$ cat config.mk
export PLATFORM = sky130hd
export DESIGN_NAME = keypad_to_lcd_text_writer
export DESIGN_NICKNAME = d
export VERILOG_FILES = /design/src/rtl/core/kltw_pkg.sv /design/src/rtl/core/keypad_to_lcd_text_writer.sv /design/src/rtl/core/kltw_plan.sv
export SDC_FILE = /design/constraint.sdc
export NUM_CORES = 1
export LEC_CHECK = 0
export ABC_AREA = 1
export BUFFER_PORTS_ARGS = -buffer_cell sky130_fd_sc_hd__buf_2
export CAP_MARGIN = 30
export CORE_MARGIN = 2
export CORE_UTILIZATION = 55
export CTS_BUF_LIST = sky130_fd_sc_hd__clkbuf_4 sky130_fd_sc_hd__clkbuf_8
export DETAILED_ROUTE_END_ITERATION = 16
export PLACE_DENSITY = 0.81
export SLEW_MARGIN = 40
export SYNTH_ARGS = -nofsm -noshare
export SYNTH_HDL_FRONTEND = slang
export SYNTH_HIERARCHICAL = 1
export SYNTH_SLANG_ARGS = --single-unit
$ cat constraint.sdc
create_clock -name clk -period 1.6 [get_ports clk]
set_input_delay 0.16 -clock clk [delete_from_list [all_inputs] [get_ports clk]]
set_output_delay 0.16 -clock clk [all_outputs]
set_load 0.01 [all_outputs]
$ cat src/rtl/core/kltw_pkg.sv
// kltw_pkg: constants, types and lookup functions for the keypad to lcd text writer
// used by kltw_plan and keypad_to_lcd_text_writer; no dependencies
package kltw_pkg;

	localparam int unsigned CountW   = 7;
	localparam int unsigned IdxW     = 3;
	localparam int unsigned SetupLen = 5;
	localparam int unsigned RowLen   = 20;
	localparam int unsigned ScreenLen = 80;

	// item kinds
	localparam logic KIND_INIT = 1'b0;
	localparam logic KIND_KEY  = 1'b1;

	// line address instructions
	localparam logic [7:0] LINE2_ADDR = 8'hC0;
	localparam logic [7:0] LINE3_ADDR = 8'h94;
	localparam logic [7:0] LINE4_ADDR = 8'hD4;

	// first byte of the set-up sequence
	localparam logic [7:0] SETUP_FUNC = 8'h38;

	// compact description of the results caused by one item
	typedef struct packed {
		logic             setup;     // header is the set-up sequence
		logic             wrap;      // header is one line address instruction
		logic [7:0]       wrap_byte;
		logic             has_data;
		logic [7:0]       data_byte;
		logic [IdxW-1:0]  total;     // number of results, zero to six
	} burst_t;

	// set-up sequence byte by position
	function automatic logic [7:0] setup_byte(input logic [IdxW-1:0] idx);
		logic [7:0] b;
		unique case (idx)
			3'd0:    b = SETUP_FUNC;
			3'd1:    b = 8'h08;
			3'd2:    b = 8'h01;
			3'd3:    b = 8'h06;
			3'd4:    b = 8'h0E;
			default: b = 8'h00;
		endcase
		return b;
	endfunction

	// keypad code to ascii, zero marks an unmapped code
	function automatic logic [7:0] key_char(input logic [3:0] code);
		logic [7:0] c;
		unique case (code)
			4'h0:    c = 8'h31;
			4'h1:    c = 8'h32;
			4'h2:    c = 8'h33;
			4'h4:    c = 8'h34;
			4'h5:    c = 8'h35;
			4'h6:    c = 8'h36;
			4'h8:    c = 8'h37;
			4'h9:    c = 8'h38;
			4'hA:    c = 8'h39;
			4'hC:    c = 8'h2A;
			4'hD:    c = 8'h30;
			4'hE:    c = 8'h23;
			default: c = 8'h00;
		endcase
		return c;
	endfunction

endpackage

$ cat src/rtl/core/keypad_to_lcd_text_writer.sv
// keypad_to_lcd_text_writer: 20x4 character display writer fed by keypad codes
// depends on kltw_pkg and kltw_plan
// the first result of an item is valid in the cycle after it is accepted
// throughput: one result per cycle while out_stall is low; an item holds the
// result register until its last result is taken, one giving none never does
// reset: character count cleared, no result pending
module keypad_to_lcd_text_writer (
	input  logic       clk,
	input  logic       arst_n,
	input  logic       in_valid,
	output logic       in_stall,
	input  logic       kind,
	input  logic [3:0] key_code,
	output logic       out_valid,
	input  logic       out_stall,
	output logic [7:0] lcd_byte,
	output logic       is_data,
	output logic       last
);

	logic [kltw_pkg::CountW-1:0] char_count_q;
	logic [kltw_pkg::CountW-1:0] count_next;
	logic                        busy_q;
	logic [kltw_pkg::IdxW-1:0]   idx_q;
	kltw_pkg::burst_t            burst_q;
	kltw_pkg::burst_t            plan;
	logic [kltw_pkg::IdxW-1:0]   hdr_len;
	logic                        in_take;
	logic                        out_take;

	kltw_plan u_plan (
		.kind       (kind),
		.key_code   (key_code),
		.count      (char_count_q),
		.plan       (plan),
		.count_next (count_next)
	);

	// result selection from the pending burst
	always_comb begin
		hdr_len = burst_q.setup ? kltw_pkg::IdxW'(kltw_pkg::SetupLen)
				: (burst_q.wrap ? kltw_pkg::IdxW'(1) : '0);
		if (idx_q < hdr_len) begin
			lcd_byte = burst_q.setup ? kltw_pkg::setup_byte(idx_q) : burst_q.wrap_byte;
			is_data  = 1'b0;
		end else begin
			lcd_byte = burst_q.data_byte;
			is_data  = 1'b1;
		end
		last = (idx_q == burst_q.total - kltw_pkg::IdxW'(1));
	end

	// handshakes: a new item enters as the final result leaves
	assign out_valid = busy_q;
	assign out_take  = busy_q && !out_stall;
	assign in_stall  = busy_q && !(out_take && last);
	assign in_take   = in_valid && !in_stall;

	// count state
	always_ff @(posedge clk or negedge arst_n) begin
		if (!arst_n) begin
			char_count_q <= '0;
		end else if (in_take) begin
			char_count_q <= count_next;
		end
	end

	// result register and position within the burst
	always_ff @(posedge clk or negedge arst_n) begin
		if (!arst_n) begin
			busy_q <= 1'b0;
			idx_q  <= '0;
		end else if (in_take) begin
			busy_q <= (plan.total != '0);
			idx_q  <= '0;
		end else if (out_take) begin
			if (last) begin
				busy_q <= 1'b0;
			end
			idx_q <= idx_q + kltw_pkg::IdxW'(1);
		end
	end

	// burst payload, no reset needed
	always_ff @(posedge clk) begin
		if (in_take) begin
			burst_q <= plan;
		end
	end

	// checks
	a_stall_only_when_busy: assert property (@(posedge clk) disable iff (!arst_n)
		in_stall |-> out_valid)
		else $error("input stalled with no result pending");

	a_init_starts_setup: assert property (@(posedge clk) disable iff (!arst_n)
		(in_valid && !in_stall && kind == kltw_pkg::KIND_INIT) |=>
		(out_valid && !is_data && lcd_byte == kltw_pkg::SETUP_FUNC))
		else $error("initialize did not start the set-up sequence");

	a_count_bounded: assert property (@(posedge clk) disable iff (!arst_n)
		char_count_q <= kltw_pkg::CountW'(kltw_pkg::ScreenLen))
		else $error("character count beyond the screen");

	a_data_is_last: assert property (@(posedge clk) disable iff (!arst_n)
		(out_valid && is_data) |-> last)
		else $error("data byte not the final result of its transaction");

endmodule

$ cat src/rtl/core/kltw_plan.sv
// kltw_plan: works out the results and the next character count for one item
// depends on kltw_pkg
module kltw_plan (
	input  logic                        kind,
	input  logic [3:0]                  key_code,
	input  logic [kltw_pkg::CountW-1:0] count,
	output kltw_pkg::burst_t            plan,
	output logic [kltw_pkg::CountW-1:0] count_next
);

	logic [7:0]                  ch;
	logic                        full;
	logic [kltw_pkg::CountW-1:0] base;
	logic [kltw_pkg::IdxW-1:0]   hdr_len;

	// header choice, character lookup and count update
	always_comb begin
		ch   = kltw_pkg::key_char(key_code);
		full = (count >= kltw_pkg::CountW'(kltw_pkg::ScreenLen));
		plan = '0;
		base = count;
		if (kind == kltw_pkg::KIND_INIT) begin
			plan.setup = 1'b1;
			count_next = '0;
		end else begin
			if (count == kltw_pkg::CountW'(kltw_pkg::RowLen)) begin
				plan.wrap      = 1'b1;
				plan.wrap_byte = kltw_pkg::LINE2_ADDR;
			end else if (count == kltw_pkg::CountW'(2 * kltw_pkg::RowLen)) begin
				plan.wrap      = 1'b1;
				plan.wrap_byte = kltw_pkg::LINE3_ADDR;
			end else if (count == kltw_pkg::CountW'(3 * kltw_pkg::RowLen)) begin
				plan.wrap      = 1'b1;
				plan.wrap_byte = kltw_pkg::LINE4_ADDR;
			end else if (full) begin
				plan.setup = 1'b1;
				base       = '0;
			end
			plan.has_data  = (ch != 8'h00);
			plan.data_byte = ch;
			count_next     = base + kltw_pkg::CountW'(1);
		end
		hdr_len = plan.setup ? kltw_pkg::IdxW'(kltw_pkg::SetupLen)
				: (plan.wrap ? kltw_pkg::IdxW'(1) : '0);
		plan.total = hdr_len + kltw_pkg::IdxW'(plan.has_data);
	end

endmodule

## Word level (Yosys, flattened, before mapping)

Memories as Yosys holds them, arrays and structs flattened.
Cells that the tools add are included.

| operators by class | value |
|---|---|
| magnitude comparators | 2 |
| equal/unequal tests | 8 |
| reduce and logical (&&, ||, !) cells | 15 |
| bitwise operators | 1 |
| mux-type cells | 28 |
| add/sub/neg operators | 4 |

Operators by type and width:

| operator | number |
|---|---|
| two-way mux 7 bit | 6 |
| one-hot mux 6 bit (5 select lines) | 1 |
| two-way mux 9 bit | 3 |
| two-way mux 18 bit | 1 |
| two-way mux 8 bit | 2 |
| == test 7 x 6 -> 1 bit (second input constant) | 2 |
| two-way mux 3 bit | 4 |
| two-way mux 1 bit | 11 |
| nonzero test 8 bit | 1 |
| adder 7 x 1 -> 7 bit (second input constant) | 1 |
| == test 7 x 5 -> 1 bit (second input constant) | 1 |
| greater-or-equal comparator 7 bit (second input constant) | 1 |
| == test 3 x 2 -> 1 bit (second input constant) | 2 |
| logical AND 1 bit | 4 |
| nonzero test 2 bit | 2 |
| adder 3 x 1 -> 3 bit | 1 |
| adder 3 x 1 -> 3 bit (second input constant) | 1 |
| == test 3 x 1 -> 1 bit (second input constant) | 1 |
| == test 3 bit | 1 |
| == test 3 bit (second input constant) | 1 |
| logical NOT 1 bit | 3 |
| logical NOT 3 bit | 1 |
| less-than comparator 3 bit | 1 |
| nonzero test 3 bit | 1 |
| 5 further kinds | 5 |

| word-level totals | value |
|---|---|
| ROM bits | 96 |
| memories | 1 |
| input bits | 9 |
| register bits | 32 |
| word-level logic and storage cells | 69 |
| output and inout port bits | 12 |

Memory list:

| memory | depth | bits a word | rd ports | clocked after memory_dff | wr ports | line | text |
|---|---|---|---|---|---|---|---|
| (name not given) | 16 | 6 | 1 | 0 | 0 | kltw_pkg.sv:50 | `unique case (code)` |

## Depth between registers and ports, before layout

| depth | value |
|---|---|
| depth in word-level cells | 10 |
| gate-level depth with buffers | 11 |
| depth with buffers taken out | 11 |

## Modules after synthesis

Netlist, hierarchy kept.

By module, submodules not included:

| module | cells each | times used | seq. area each (µm²) | area an instance (µm²) |
|---|---|---|---|---|
| keypad_to_lcd_text_writer | 142 | 1 | 905.9 | 1475.2 |
| kltw_plan | 96 | 1 | 0.0 | 558.0 |

## Worst setup path after synthesis

Ideal clock, no wire load.

| timing | value |
|---|---|
| path type | register to register |
| start | reg burst_q[0] (netlist name) |
| end | reg burst_q[0] (netlist name), enable pin |
| setup time | 0.321 ns |
| stages on the path, launching flop included | 10 |
| required time | 1.279 ns |
| arrival time | 1.383 ns |
| clock period less this slack | 1.705 ns |
| path slack | -0.105 ns |
| path buffers | 0 |
| cells stage by stage | edfxtp_1 inv_1 ha_1 nand2_1 nand2_1 nor2_2 nand3_2 nand2_4 nand2_4 inv_4 |

| between the ends | value |
|---|---|
| longest elaborated chain between the ends | 7 |

RTL lines:

| what | line | text |
|---|---|---|
| start, declared | keypad_to_lcd_text_writer.sv:25 | `kltw_pkg::burst_t burst_q;` |
| start signal, assigned | keypad_to_lcd_text_writer.sv:87 | `burst_q <= plan;` |
| subtractor 3 x 1 -> 3 bit | keypad_to_lcd_text_writer.sv:50 | `last = (idx_q == burst_q.total - kltw_pkg::IdxW'(1));` |
| == test 3 bit | keypad_to_lcd_text_writer.sv:50 |  |
| logical AND 1 bit | keypad_to_lcd_text_writer.sv:56 | `assign in_stall = busy_q && !(out_take && last);` |
| logical NOT 1 bit | keypad_to_lcd_text_writer.sv:56 |  |
| logical AND 1 bit | keypad_to_lcd_text_writer.sv:56 |  |
| logical NOT 1 bit | keypad_to_lcd_text_writer.sv:57 | `assign in_take = in_valid && !in_stall;` |
| logical AND 1 bit | keypad_to_lcd_text_writer.sv:57 |  |
| via in_take | keypad_to_lcd_text_writer.sv:28 | `logic in_take;` |

The timed path passes the listed nets, and every way through them passes these cells.
A chain may end at the register's enable or synchronous reset.

## Worst setup path in the final report

| timing | value |
|---|---|
| start | reg burst_q[21] (netlist name) |
| end | out lcd_byte[3] |

| between the ends | value |
|---|---|
| longest elaborated chain between the ends | 3 |
| elaborated cells between the ends (all ways) | 4 |
| classes of those cells | order compare: 1; mux: 3 |

RTL lines:

| what | line | text |
|---|---|---|
| two-way mux 3 bit | keypad_to_lcd_text_writer.sv:41 | `hdr_len = burst_q.setup ? kltw_pkg::IdxW'(kltw_pkg::SetupLen)` |
| less-than comparator 3 bit | keypad_to_lcd_text_writer.sv:43 | `if (idx_q < hdr_len) begin` |
| two-way mux 8 bit * | keypad_to_lcd_text_writer.sv:43 |  |
| end, declared | keypad_to_lcd_text_writer.sv:16 | `output logic [7:0] lcd_byte,` |

Mark *: on every way between the ends. The rest lies on a longest branch, timed or not.

==> results.cfg <==
[run_status]
status = finished with violations
violations = setup timing

[min_path]
hold_class = in2reg

[sta]
final_hold_viol_count = 0
fin_crit_sh_pct = 116
setup_viol = 43
setup_slack_ns = -0.263
fmax_ghz = 0.537
skew_ns = 0.00991
period_minus_slack_ns = 1.86
drv_slew = 0
rsz0062_at_grt = true

[job]
maxCapViolCount = 0

[yosys]
synth_area_per_cell_um2 = 8.55
syn_inst = 237
yosysWarnings = 6
syn-cell-area_um2 = 2030

[cts]
clock_sinks = 32
cts-root-buf = clkbuf_8
htreeDepth = 2
cts_buffers = 5
clk_pin_slew_ns = 0.07
cts_buffer_depth = 2
cts_tree = done
insertion_delay_ns = 0.29

[power]
power_density_nw_per_um2 = 1670
p_leak_nw = 1.31
ir_drop_uv = 782

[finish]
syn_to_final_growth_pct = 35.9
antenna_cells = 0
fin_area_um2 = 2750
finalNetCount = 318
layout_common_cells = 42 x nand2_1, 25 x buf_4, 22 x inv_1
regArea_um2 = 908
multiInputGateArea_um2 = 1080
n_fill_cell = 237
drive_gt1_share_pct = 40.6
mostFrequentLayoutCell = nand2_1

[floorplanning]
core-area_um2 = 3610
fp.dieArea_um2 = 4180
die_y_um = 64.7
die_x_um = 64.7
num_rows = 22
pin_count = 21
start_util_pct = 56.2

[worst_setup_path]
end_kind = output pin
worstPathRequired_ns = 1.44
start_kind = flip-flop
critPathMaxFanout = 5
criticalPathCategory = reg2out
arrival_ns = 1.70

[route]
drt_wl_total_um = 4790
drt-pass1-iter-count = 5
viasPerCell = 5.13
drt-wirelength-per-cell_um = 13.8
drt-initial-drc-count = 103
drc_errors = 0
vias = 1775
antenna_left = 0

[global_routing]
grt_pass1_wl_um = 7450
overflow = 0
grt_pass1_vias = 1694
grt_max_degree = 13
grt_usage_pct = 23.7
antenna_found_initial = 0

[placed_design]
dp_hpwl_um = 2920
placed_area_um2 = 2330
port_buffers = 20
pre_cts_ws_ns = -0.114
gp_congestion = 0.905
==> area by class of cell <==
class,count,share of cell area [%]
repair inverters,3,1.23
clock buffers,5,2.50
repair buffers,55,15.3
clock inverters,3,1.54
well taps,48,2.18
flip-flops and latches,32,33.0
multi-input cells,166,39.1
inverters,34,5.18
==> state kept, by name, indices dropped and copies added, names as in the netlist <==
register      count
idx_q             3
out_valid         1
burst_q          21
char_count_q      7
==> timing repair <==
action	CTS	global route
setup buffers	5	3
endpoints found under the setup margin	42	44
hold buffers	1	0
gates cloned	3	1
endpoints found under the hold margin	11	0
resized for setup	26	34
pin swaps	7	7
==> metrics by stage <==
stage	util, %	cells	setup TNS (ns)	hold slack, ns	power (W)
6_report	76.4	346	-6.75	0.244	0.00461
5_1_grt	76.4	346	-9.42	0.260	0.00491
4_1_cts	72.2	342	-8.52	0.240	0.00427
3_5_place_dp	64.7	325	-1.90	0.0500	0.00315
3_3_place_gp	64.7	325	-0.268	0.0495	0.00311
2_1_floorplan	-	242	0	-0.136	0.00245
==> worst max-delay path: stages, from the launching register on <==
cell and delay, ns:
edfxtp_1 0.42, inv_2 0.10, ha_4 0.21, a21oi_4 0.12, and2_4 0.20, buf_6 0.11, nand2_2 0.05, nand2_1 0.08
buf_2 0.13
==> report_power, final <==
| part | switching [W] | total, W | internal, W |
|---|---|---|---|
| logic | 0.00139 | 0.00258 | 0.00119 |
| clock network | 0.000311 | 0.000771 | 0.000460 |
| registers | 0.000154 | 0.00126 | 0.00110 |
==> layer usage <==
layer / track usage [%] / routed length (µm) / share of wire [%]
met1: 27.2 / 1860 / 39
met2: 43.5 / 2630 / 55
met4: 8.51 / 72 / 1.5
met5: 0 / 0 / 0
met3: 4.86 / 228 / 4.8
==> path summary, 6_finish.rpt <==
path | endpoint | depth (start not counted) | startpoint | slack [ns]
max | lcd_byte[3] | 8 | burst_q[21] | -0.26
min | burst_q[7] | 2 | key_code[3] | 0.24
max reg2reg | char_count_q[3] | 13 | burst_q[0] | -0.17
min reg2reg | char_count_q[4] | 2 | char_count_q[4] | 0.60
max in group asynchronous | idx_q[1] | 2 | arst_n | 1.08
min in group asynchronous | char_count_q[0] | 2 | arst_n | 0.28
No activity file was read; power rests on OpenSTA's default activity.
